--- src/svt_pkg.sv ---
// ----------------------------------------------------------------------------
// svt_pkg: shared definitions of the sorted value table
// Widths, command and status codes and the request record that passes from
// the front end through the queue to the table engine.
// ----------------------------------------------------------------------------
package svt_pkg;

   // Table size and the widths that follow from it.
   localparam int TABLE_DEPTH = 16;
   localparam int CNT_W       = $clog2(TABLE_DEPTH + 1);
   localparam int IDX_W       = $clog2(TABLE_DEPTH);

   // Field widths of the stream channels.
   localparam int VALUE_W       = 32;
   localparam int CMD_W         = 2;
   localparam int STATUS_W      = 2;
   localparam int COUNT_FIELD_W = 5;
   localparam int REQ_TDATA_W   = 32;
   localparam int RSP_TDATA_W   = 40;

   // Command codes as carried on the request channel.
   localparam logic [CMD_W-1:0] CMD_INSERT = 2'd0;
   localparam logic [CMD_W-1:0] CMD_DELETE = 2'd1;
   localparam logic [CMD_W-1:0] CMD_DUMP   = 2'd2;

   // Operation kinds after decoding in the front end.
   localparam logic [CMD_W-1:0] OP_INSERT = 2'd0;
   localparam logic [CMD_W-1:0] OP_DELETE = 2'd1;
   localparam logic [CMD_W-1:0] OP_DUMP   = 2'd2;
   localparam logic [CMD_W-1:0] OP_NOP    = 2'd3;

   // Status codes of a response.
   localparam logic [STATUS_W-1:0] ST_DONE      = 2'd0;
   localparam logic [STATUS_W-1:0] ST_FULL      = 2'd1;
   localparam logic [STATUS_W-1:0] ST_NOT_FOUND = 2'd2;
   localparam logic [STATUS_W-1:0] ST_EMPTY     = 2'd3;

   // Queue between the front end and the table engine.
   localparam int QUEUE_DEPTH = 2;
   localparam int QPTR_W      = $clog2(QUEUE_DEPTH);
   localparam int QCNT_W      = $clog2(QUEUE_DEPTH + 1);

   typedef struct packed {
      logic [CMD_W-1:0]   kind;
      logic [VALUE_W-1:0] value;
   } op_type;

endpackage

--- src/svt_front.sv ---
// ----------------------------------------------------------------------------
// svt_front: request decoder
// Takes requests from the input stream and turns the command into an
// operation kind for the table engine; unknown commands become no-ops.
// ----------------------------------------------------------------------------
module svt_front (
   input  logic                                req_tvalid,
   output logic                                req_tready,
   input  logic [svt_pkg::REQ_TDATA_W-1:0]     req_tdata,
   input  logic [svt_pkg::CMD_W-1:0]           req_tuser,
   output logic                                push,
   output svt_pkg::op_type                     push_op,
   input  logic                                queue_full
);

   logic [svt_pkg::CMD_W-1:0] kind;

   always_comb begin
      case (req_tuser)
         svt_pkg::CMD_INSERT: kind = svt_pkg::OP_INSERT;
         svt_pkg::CMD_DELETE: kind = svt_pkg::OP_DELETE;
         svt_pkg::CMD_DUMP:   kind = svt_pkg::OP_DUMP;
         default:             kind = svt_pkg::OP_NOP;
      endcase
   end

   assign req_tready    = !queue_full;
   assign push          = req_tvalid && !queue_full;
   assign push_op.kind  = kind;
   assign push_op.value = req_tdata[svt_pkg::VALUE_W-1:0];

endmodule

--- src/svt_queue.sv ---
// ----------------------------------------------------------------------------
// svt_queue: short operation queue
// A small first-in first-out buffer that lets the front end keep taking
// requests while the table engine is busy with a long scan.
// ----------------------------------------------------------------------------
module svt_queue (
   input  logic            clock,
   input  logic            reset,
   input  logic            push,
   input  svt_pkg::op_type push_op,
   output logic            full,
   input  logic            pop,
   output logic            not_empty,
   output svt_pkg::op_type head_op
);

   svt_pkg::op_type               slot_ff [svt_pkg::QUEUE_DEPTH];
   logic [svt_pkg::QPTR_W-1:0]    wr_ptr_ff, wr_ptr_in;
   logic [svt_pkg::QPTR_W-1:0]    rd_ptr_ff, rd_ptr_in;
   logic [svt_pkg::QCNT_W-1:0]    fill_ff, fill_in;

   assign full      = (fill_ff == svt_pkg::QCNT_W'(svt_pkg::QUEUE_DEPTH));
   assign not_empty = (fill_ff != '0);
   assign head_op   = slot_ff[rd_ptr_ff];

   always_comb begin
      wr_ptr_in = push ? wr_ptr_ff + 1'b1 : wr_ptr_ff;
      rd_ptr_in = pop ? rd_ptr_ff + 1'b1 : rd_ptr_ff;
      fill_in   = fill_ff;
      if (push && !pop) begin
         fill_in = fill_ff + 1'b1;
      end else if (pop && !push) begin
         fill_in = fill_ff - 1'b1;
      end
   end

   always_ff @(posedge clock) begin
      if (reset) begin
         wr_ptr_ff <= '0;
         rd_ptr_ff <= '0;
         fill_ff   <= '0;
      end else begin
         wr_ptr_ff <= wr_ptr_in;
         rd_ptr_ff <= rd_ptr_in;
         fill_ff   <= fill_in;
      end
   end

   always_ff @(posedge clock) begin
      if (push) begin
         slot_ff[wr_ptr_ff] <= push_op;
      end
   end

endmodule

--- src/svt_back.sv ---
// ----------------------------------------------------------------------------
// svt_back: table engine
// Holds the sorted table and carries out insert, delete and dump one entry
// per cycle unless the response stream holds it up, through a single read
// and a single write port, and drives the registered response stream.
// ----------------------------------------------------------------------------
module svt_back (
   input  logic                                 clock,
   input  logic                                 reset,
   input  logic                                 op_valid,
   input  svt_pkg::op_type                      op,
   output logic                                 pop,
   output logic                                 rsp_tvalid,
   input  logic                                 rsp_tready,
   output logic [svt_pkg::RSP_TDATA_W-1:0]      rsp_tdata,
   output logic [svt_pkg::STATUS_W-1:0]         rsp_tuser,
   output logic                                 rsp_tlast
);

   localparam logic [1:0] S_IDLE = 2'd0;
   localparam logic [1:0] S_INS  = 2'd1;
   localparam logic [1:0] S_DEL  = 2'd2;
   localparam logic [1:0] S_DUMP = 2'd3;

   logic [svt_pkg::VALUE_W-1:0] entry_mem [svt_pkg::TABLE_DEPTH];

   logic [1:0]                     state_ff, state_in;
   logic [svt_pkg::CNT_W-1:0]      idx_ff, idx_in;
   logic [svt_pkg::CNT_W-1:0]      count_ff, count_in;
   logic                           found_ff, found_in;
   logic [svt_pkg::VALUE_W-1:0]    val_ff, val_in;

   logic                           rsp_valid_ff, rsp_valid_in;
   logic [svt_pkg::STATUS_W-1:0]   rsp_status_ff;
   logic [svt_pkg::VALUE_W-1:0]    rsp_value_ff;
   logic [svt_pkg::CNT_W-1:0]      rsp_count_ff;
   logic                           rsp_last_ff;

   logic                           out_free;
   logic                           emit;
   logic [svt_pkg::STATUS_W-1:0]   emit_status;
   logic [svt_pkg::VALUE_W-1:0]    emit_value;
   logic                           emit_last;

   logic                           wr_en;
   logic [svt_pkg::CNT_W-1:0]      wr_addr;
   logic [svt_pkg::VALUE_W-1:0]    wr_data;
   logic [svt_pkg::CNT_W-1:0]      rd_addr;
   logic [svt_pkg::VALUE_W-1:0]    rd_data_ff;

   assign out_free = !rsp_valid_ff || rsp_tready;

   // Insert scans downwards from the top and reads the entry below the gap;
   // delete and dump scan upwards. The read address follows the next scan
   // position, so the registered read data belongs to the current one. No
   // scan step writes the entry that is read at the same edge.
   assign rd_addr = (state_in == S_INS) ? idx_in - 1'b1 : idx_in;

   always_ff @(posedge clock) begin
      rd_data_ff <= entry_mem[rd_addr[svt_pkg::IDX_W-1:0]];
   end

   always_comb begin
      state_in    = state_ff;
      idx_in      = idx_ff;
      count_in    = count_ff;
      found_in    = found_ff;
      val_in      = val_ff;
      pop         = 1'b0;
      emit        = 1'b0;
      emit_status = svt_pkg::ST_DONE;
      emit_value  = val_ff;
      emit_last   = 1'b1;
      wr_en       = 1'b0;
      wr_addr     = idx_ff;
      wr_data     = rd_data_ff;

      case (state_ff)
         S_IDLE: begin
            if (op_valid && out_free) begin
               pop    = 1'b1;
               val_in = op.value;
               case (op.kind)
                  svt_pkg::OP_INSERT: begin
                     if (count_ff == svt_pkg::CNT_W'(svt_pkg::TABLE_DEPTH)) begin
                        emit        = 1'b1;
                        emit_status = svt_pkg::ST_FULL;
                        emit_value  = op.value;
                     end else begin
                        idx_in   = count_ff;
                        state_in = S_INS;
                     end
                  end
                  svt_pkg::OP_DELETE: begin
                     idx_in   = '0;
                     found_in = 1'b0;
                     state_in = S_DEL;
                  end
                  svt_pkg::OP_DUMP: begin
                     if (count_ff == '0) begin
                        emit        = 1'b1;
                        emit_status = svt_pkg::ST_EMPTY;
                        emit_value  = '0;
                     end else begin
                        idx_in   = '0;
                        state_in = S_DUMP;
                     end
                  end
                  default: begin
                     emit       = 1'b1;
                     emit_value = op.value;
                  end
               endcase
            end
         end

         S_INS: begin
            if (idx_ff != '0 && !($signed(rd_data_ff) < $signed(val_ff))) begin
               // Entry below is not smaller: move it up one place.
               wr_en   = 1'b1;
               wr_addr = idx_ff;
               wr_data = rd_data_ff;
               idx_in  = idx_ff - 1'b1;
            end else if (out_free) begin
               wr_en    = 1'b1;
               wr_addr  = idx_ff;
               wr_data  = val_ff;
               count_in = count_ff + 1'b1;
               emit     = 1'b1;
               state_in = S_IDLE;
            end
         end

         S_DEL: begin
            if (idx_ff != count_ff) begin
               if (found_ff) begin
                  // Close the gap left by the removed entry.
                  wr_en   = 1'b1;
                  wr_addr = idx_ff - 1'b1;
                  wr_data = rd_data_ff;
               end else if (rd_data_ff == val_ff) begin
                  found_in = 1'b1;
               end
               idx_in = idx_ff + 1'b1;
            end else if (out_free) begin
               emit     = 1'b1;
               state_in = S_IDLE;
               if (found_ff) begin
                  count_in = count_ff - 1'b1;
               end else begin
                  emit_status = svt_pkg::ST_NOT_FOUND;
               end
            end
         end

         S_DUMP: begin
            if (out_free) begin
               emit       = 1'b1;
               emit_value = rd_data_ff;
               emit_last  = (idx_ff == count_ff - 1'b1);
               idx_in     = idx_ff + 1'b1;
               if (emit_last) begin
                  state_in = S_IDLE;
               end
            end
         end

         default: begin
            state_in = S_IDLE;
         end
      endcase
   end

   always_comb begin
      if (emit) begin
         rsp_valid_in = 1'b1;
      end else if (rsp_tready) begin
         rsp_valid_in = 1'b0;
      end else begin
         rsp_valid_in = rsp_valid_ff;
      end
   end

   always_ff @(posedge clock) begin
      if (reset) begin
         state_ff     <= S_IDLE;
         count_ff     <= '0;
         rsp_valid_ff <= 1'b0;
      end else begin
         state_ff     <= state_in;
         count_ff     <= count_in;
         rsp_valid_ff <= rsp_valid_in;
      end
   end

   always_ff @(posedge clock) begin
      idx_ff   <= idx_in;
      found_ff <= found_in;
      val_ff   <= val_in;
      if (emit) begin
         rsp_status_ff <= emit_status;
         rsp_value_ff  <= emit_value;
         rsp_count_ff  <= count_in;
         rsp_last_ff   <= emit_last;
      end
   end

   always_ff @(posedge clock) begin
      if (wr_en) begin
         entry_mem[wr_addr[svt_pkg::IDX_W-1:0]] <= wr_data;
      end
   end

   assign rsp_tvalid = rsp_valid_ff;
   assign rsp_tuser  = rsp_status_ff;
   assign rsp_tlast  = rsp_last_ff;
   assign rsp_tdata  = {{(svt_pkg::RSP_TDATA_W - svt_pkg::VALUE_W
                          - svt_pkg::COUNT_FIELD_W){1'b0}},
                        svt_pkg::COUNT_FIELD_W'(rsp_count_ff),
                        rsp_value_ff};

endmodule

--- src/sorted_value_table.sv ---
// ----------------------------------------------------------------------------
// sorted_value_table: bounded table of signed values kept in ascending order
// Stream block that inserts, deletes and dumps signed 32-bit values.
// ----------------------------------------------------------------------------
// The request stream carries a command in req_tuser (insert, delete or dump)
// and a signed value in req_tdata. Insert places the value in front of any equal
// values already stored; delete removes the first equal value; dump returns
// every stored value in ascending order, one response per entry, with
// rsp_tlast on the final one. Insert and delete, and the unused command
// code, each give exactly one response with rsp_tlast set.
// Each response carries a status in rsp_tuser and the value and the entry
// count after the operation in rsp_tdata.
// A front end decodes requests into a two-entry queue, so req_tready stays
// high while the table engine works, until that queue is full. The engine
// has one read and one write port on the table and visits one entry per
// cycle unless the response stream holds it up. Insert scans down from
// the top to its place, delete scans every stored entry, and a dump reads
// out each of them in turn. Each request passes through the queue and the
// engine, and its responses sit in an output register; while rsp_tready is
// low the engine waits at its next response and the queue fills up.
// Reset empties the table and the queue and drops rsp_tvalid; the table
// contents themselves are not cleared, only the entry count.
// ----------------------------------------------------------------------------
module sorted_value_table (
   input  logic                              clock,
   input  logic                              reset,
   // Request stream.
   input  logic                              req_tvalid,
   output logic                              req_tready,
   input  logic [svt_pkg::REQ_TDATA_W-1:0]   req_tdata,  // [31:0] value
   input  logic [svt_pkg::CMD_W-1:0]         req_tuser,  // [1:0] cmd
   // Response stream.
   output logic                              rsp_tvalid,
   input  logic                              rsp_tready,
   output logic [svt_pkg::RSP_TDATA_W-1:0]   rsp_tdata,  // [31:0] result_value,
                                                         // [36:32] entry_count
   output logic [svt_pkg::STATUS_W-1:0]      rsp_tuser,  // [1:0] status
   output logic                              rsp_tlast
);

   logic            push;
   svt_pkg::op_type push_op;
   logic            queue_full;
   logic            pop;
   logic            queue_not_empty;
   svt_pkg::op_type head_op;

   // Front end: decodes each request and writes it into the queue.
   svt_front u_front (
      .req_tvalid (req_tvalid),
      .req_tready (req_tready),
      .req_tdata  (req_tdata),
      .req_tuser  (req_tuser),
      .push       (push),
      .push_op    (push_op),
      .queue_full (queue_full)
   );

   // Queue that decouples request intake from the table scans.
   svt_queue u_queue (
      .clock     (clock),
      .reset     (reset),
      .push      (push),
      .push_op   (push_op),
      .full      (queue_full),
      .pop       (pop),
      .not_empty (queue_not_empty),
      .head_op   (head_op)
   );

   // Table engine with the registered response stage.
   svt_back u_back (
      .clock      (clock),
      .reset      (reset),
      .op_valid   (queue_not_empty),
      .op         (head_op),
      .pop        (pop),
      .rsp_tvalid (rsp_tvalid),
      .rsp_tready (rsp_tready),
      .rsp_tdata  (rsp_tdata),
      .rsp_tuser  (rsp_tuser),
      .rsp_tlast  (rsp_tlast)
   );

endmodule

--- config.mk ---
export PLATFORM = sky130hd
export DESIGN_NAME = sorted_value_table
export DESIGN_NICKNAME = d
export VERILOG_FILES = /design/src/svt_pkg.sv /design/src/svt_front.sv /design/src/svt_queue.sv /design/src/svt_back.sv /design/src/sorted_value_table.sv
export SDC_FILE = /design/constraint.sdc
export NUM_CORES = 1
export LEC_CHECK = 0
export BUFFER_PORTS_ARGS = -buffer_cell sky130_fd_sc_hd__buf_2
export CELL_PAD_IN_SITES_DETAIL_PLACEMENT = 0
export CELL_PAD_IN_SITES_GLOBAL_PLACEMENT = 1
export CORE_ASPECT_RATIO = 1.2
export CORE_MARGIN = 5
export CORE_UTILIZATION = 35
export DETAILED_ROUTE_END_ITERATION = 8
export PLACE_DENSITY_LB_ADDON = 0.1
export SLEW_MARGIN = 10
export SYNTH_ARGS = -nofsm -noshare
export SYNTH_HDL_FRONTEND = slang
export SYNTH_HIERARCHICAL = 1
export SYNTH_SLANG_ARGS = --single-unit
--- constraint.sdc ---
create_clock -name clock -period 12 [get_ports clock]
set_clock_uncertainty 0.1 [all_clocks]
set_input_delay 0 -clock clock [delete_from_list [all_inputs] [get_ports clock]]
set_output_delay 0 -clock clock [all_outputs]
set_load 0.05 [all_outputs]
==> metrics.json <==
{
  "status": {
    "run_status": "complete, no violations"
  },
  "clock_tree": {
    "tritoncts_clock_tree": "built",
    "cts-hold-fix-buffers": 63,
    "path_clk_slew_ns": 0.06,
    "worst_skew_pair.late_latency_ns": 0.62,
    "cts_root_buf": "sky130_fd_sc_hd__clkbuf_16",
    "cts-resized-gates": 0,
    "clock_tree.htree_level_count": 3,
    "cts_sinks": 703,
    "numCtsBuffers": 73,
    "post_cts_setup_bufs": 0,
    "clock_tree.buffer_depth": 3
  },
  "route": {
    "routed-via-count": 17200,
    "post_drt_wl_per_cell_microns": 25.6,
    "drt-total-wl_microns": 82000,
    "antenna_violating_nets_post_route": 0,
    "first_pass_iters": 5,
    "drt-initial-drc-count": 1342,
    "number_of_design_rule_violations_left_after_detail_routing": 0,
    "detail_route.vias_per_cell": 5.38
  },
  "timing": {
    "grt_setup_unrepaired": "no",
    "worst_hold_slack_ns": 0.0398,
    "fin_setup_tns_ns": 0,
    "timing.final.crit_period_ns": 6.85,
    "clock.fmax_ghz": 0.146,
    "final-setup-viol-count": 0,
    "report.final.hold_viol_count": 0,
    "final.period_utilization": 0.571,
    "slew_headroom": 0.263,
    "final_max_tran_viols": 0,
    "worst-slew-pin-transition_ns": 1.10
  },
  "power": {
    "post-layout-total-power_mw": 9.37,
    "p_leak_nw": 11.2,
    "p_per_area_nw_per_um2": 282,
    "ir_drop_uv": 190
  },
  "floorplanning": {
    "die_height_microns": 325,
    "rows": 115,
    "num_ports": 83,
    "die_footprint_sq_um": 88600,
    "die_width_microns": 273,
    "placeableCoreArea_sq_um": 82000,
    "floorplan.initialDensity": 0.353
  },
  "synthesis": {
    "synth.largest_area_cell": "sky130_fd_sc_hd__edfxtp_1",
    "synth-seq-area-share": 0.712,
    "netlist_top_cells_count": "sky130_fd_sc_hd__edfxtp_1 (654), sky130_fd_sc_hd__nand2_1 (266), sky130_fd_sc_hd__nand3_1 (106)",
    "ys_types": 70,
    "ys_seq_elements": 703,
    "post-synth-top-area-fraction": 0.678,
    "gate_count_of_the_mapped_netlist": 1990,
    "synthesis.area_per_instance_sq_um": 14.5,
    "post_synth_instance_area_sq_um": 28900,
    "yosys_warnings": 6,
    "yosys.cell_count.top_type": "sky130_fd_sc_hd__edfxtp_1",
    "count_of_flip_flops_with_a_built_in_enable_after_synthesis": 654,
    "synth_top_cells_by_area": "sky130_fd_sc_hd__edfxtp_1 (68%), sky130_fd_sc_hd__nand2_1 (3.4%), sky130_fd_sc_hd__dfxtp_1 (3.4%)",
    "synth_ff_type": "sky130_fd_sc_hd__edfxtp_1",
    "async_flop_share": 0
  },
  "final_layout": {
    "share_of_cells_above_drive_strength_1": 0.169,
    "final_cells": 3205,
    "final.fill_count": 7553,
    "ff_latch_area_sq_um": 20600,
    "footprint_of_the_multi_input_gates_sq_um": 7500,
    "fin_nets": 2175,
    "fin_util": 0.406,
    "area.growth.synth_to_final_pct": 14.9
  },
  "global_route": {
    "grt_util_all_layers": 0.182,
    "largest_net_degree_at_the_start_of_global_routing": 71,
    "vias_in_the_first_global_route": 17400,
    "grt_first_pass_wirelength_microns": 120000,
    "globalRoute.totalOverflow": 0,
    "initial_antenna_violation_count": 2
  },
  "worst_setup_path": {
    "cp_max_fo": 70,
    "cpPeakStageDelay_ns": 0.83,
    "critical_path.endpoint_type": "flip-flop",
    "ff2ff_setup_slack_ns": 5.15,
    "r2r-start": "u_back/val_ff[15]$_DFFE_PP_",
    "timing.critical_path.mode_cell": "sky130_fd_sc_hd__buf_4",
    "path_cells": "inv_1 > ha_1 > nand4_1 > nor3_1 > a21boi_0 > o31ai_1 > a2111oi_0 > o31ai_4 > buf_4 > inv_4 > or3_4 > o21a_4 > buf_4 > o221ai_1 > o211ai_1",
    "cp.required_ns": 12.35,
    "r2r.worst_path.cells": 15,
    "worstReg2RegEnd": "u_back/rd_data_ff[8]$_DFF_P_",
    "crit_arrival_ns": 7.20,
    "cp_max_delay_cell": "sky130_fd_sc_hd__a2111oi_0",
    "critPathLaunchType": "flip-flop",
    "timing.setup.critical_path_class": "flip-flop to flip-flop"
  },
  "worst_hold_path": {
    "min_delay_path_depth": 2,
    "whs_endpoint": "u_queue/slot_ff[0][32]$_DFFE_PP_",
    "hold_start": "req_tuser[0]",
    "holdCritPathClass": "input pin to flip-flop"
  },
  "place": {
    "place_inst": 3007,
    "dpl.hpwl_microns": 44700,
    "weighted_congestion_reported_at_the_end_of_routability_driven_placement": 0.768,
    "numPortBuffers": 79
  },
  "run": {
    "cap_viol_max_count": 0
  }
}
cell usage in the layout (no fill, tap or decap), types with 11 or more instances in the layout:
cell / instances
sky130_fd_sc_hd__a2bb2oi_1: 31
sky130_fd_sc_hd__nor3_1: 13
sky130_fd_sc_hd__mux2_2: 69
sky130_fd_sc_hd__dfxtp_1: 49
sky130_fd_sc_hd__inv_1: 52
sky130_fd_sc_hd__nor2b_4: 13
sky130_fd_sc_hd__o221a_2: 38
sky130_fd_sc_hd__ha_1: 45
sky130_fd_sc_hd__buf_4: 39
sky130_fd_sc_hd__o21ai_0: 47
sky130_fd_sc_hd__nor2_1: 36
sky130_fd_sc_hd__o221a_1: 24
sky130_fd_sc_hd__o221ai_1: 36
sky130_fd_sc_hd__clkbuf_16: 75
sky130_fd_sc_hd__nand2_1: 266
sky130_fd_sc_hd__edfxtp_1: 654
sky130_fd_sc_hd__buf_2: 79
sky130_fd_sc_hd__clkinv_1: 14
sky130_fd_sc_hd__a21oi_1: 33
sky130_fd_sc_hd__nand3_1: 106
sky130_fd_sc_hd__a22oi_1: 63
sky130_fd_sc_hd__nor2b_1: 11
sky130_fd_sc_hd__o211ai_1: 68
sky130_fd_sc_hd__dlygate4sd3_1: 63
sky130_fd_sc_hd__clkbuf_1: 20
sky130_fd_sc_hd__mux2i_1: 34
worst max-delay path: cells and delay by family, from the launching register on:
family,cells,cell delay (ns)
AND/OR/NAND/NOR,3,0.91
AO/OA/AOI/OAI,7,3.20
adder cells (fa/ha/maj),1,0.31
buffers and inverters,4,1.69
flip-flops,1,0.37
kinds of logic (layout without fill, tap and decap cells):
group / count (synthesis) / after routing / share of synthesized area
AOI/OAI and AO/OA: 404 / 404 / 0.110
xor gates and xnor gates: 16 / 16 / 0.00484
adders and majority gates: 45 / 45 / 0.0195
buffers and inverters: 209 / 368 / 0.0348
DFF: 703 / 703 / 0.712
muxes: 104 / 104 / 0.0390
other: 1 / 4 / 0.000130
and+or+nand+nor: 508 / 508 / 0.0794
where the power goes:
| group | internal (mW) | leakage, nW | switching (mW) | total, mW |
|---|---|---|---|---|
| logic | 1.14 | 3.78 | 2.55 | 3.68 |
| registers | 3.31 | 6.35 | 0.182 | 3.49 |
| clock network | 1.24 | 1.10 | 0.955 | 2.20 |
flip-flops by register name, indices dropped and copies added, names as in the netlist, named ones only:
name and count:
u_back/state_ff 2, u_back/val_ff 32, u_queue/fill_ff 2, u_back/rsp_value_ff 32
u_back/found_ff 1, u_back/rsp_tlast 1, u_back/entry_mem 512, u_back/idx_ff 5
u_queue/wr_ptr_ff 1, u_queue/slot_ff 68, u_back/rsp_count_ff 5, u_back/rsp_tuser 2
u_back/rsp_tvalid 1, u_back/rd_data_ff 32, u_queue/rd_ptr_ff 1, u_back/count_ff 5
final cells by class:
cell class / count / area share
flip-flops and latches: 703 / 0.620
clock buffers: 98 / 0.0599
clock inverters: 36 / 0.00929
inverters: 53 / 0.00606
well taps: 1053 / 0.0396
diodes: 1 / 0.0000752
repair buffers: 181 / 0.0396
multi-input cells: 1080 / 0.225
worst max path at each step:
stage / startpoint / end / slack [ns]
final: u_back/val_ff[15]$_DFFE_PP_ / u_back/rd_data_ff[8]$_DFF_P_ / 5.15
after global routing: u_back/val_ff[15]$_DFFE_PP_ / u_back/rd_data_ff[8]$_DFF_P_ / 4.78
after CTS: u_back/val_ff[15]$_DFFE_PP_ / u_back/rd_data_ff[8]$_DFF_P_ / 5.11
after detailed placement: u_back/val_ff[15]$_DFFE_PP_ / u_back/rd_data_ff[8]$_DFF_P_ / 5.13
after global placement: u_back/val_ff[15]$_DFFE_PP_ / u_back/rd_data_ff[6]$_DFF_P_ / 5.24
after floorplan: u_back/val_ff[15]$_DFFE_PP_ / u_back/entry_mem[13][0]$_DFFE_PP_ / 7.66
metal layers:
| metal | GRT usage | up-vias | wire length, microns |
|---|---|---|---|
| li1 | - | 7879 | - |
| met1 | 0.249 | 8803 | 36700 |
| met2 | 0.304 | 451 | 39700 |
| met3 | 0.0241 | 116 | 3700 |
| met4 | 0.0540 | 0 | 1930 |
| met5 | 0 | - | 0 |
stage by stage:
stage,cell area (sq um),setup WS [ns]
2_1_floorplan,29000,7.66
3_3_place_gp,30300,5.24
3_5_place_dp,30300,5.13
4_1_cts,33300,5.11
5_1_grt,33300,4.78
6_report,33300,5.15
(Power assumes the default switching activity.)
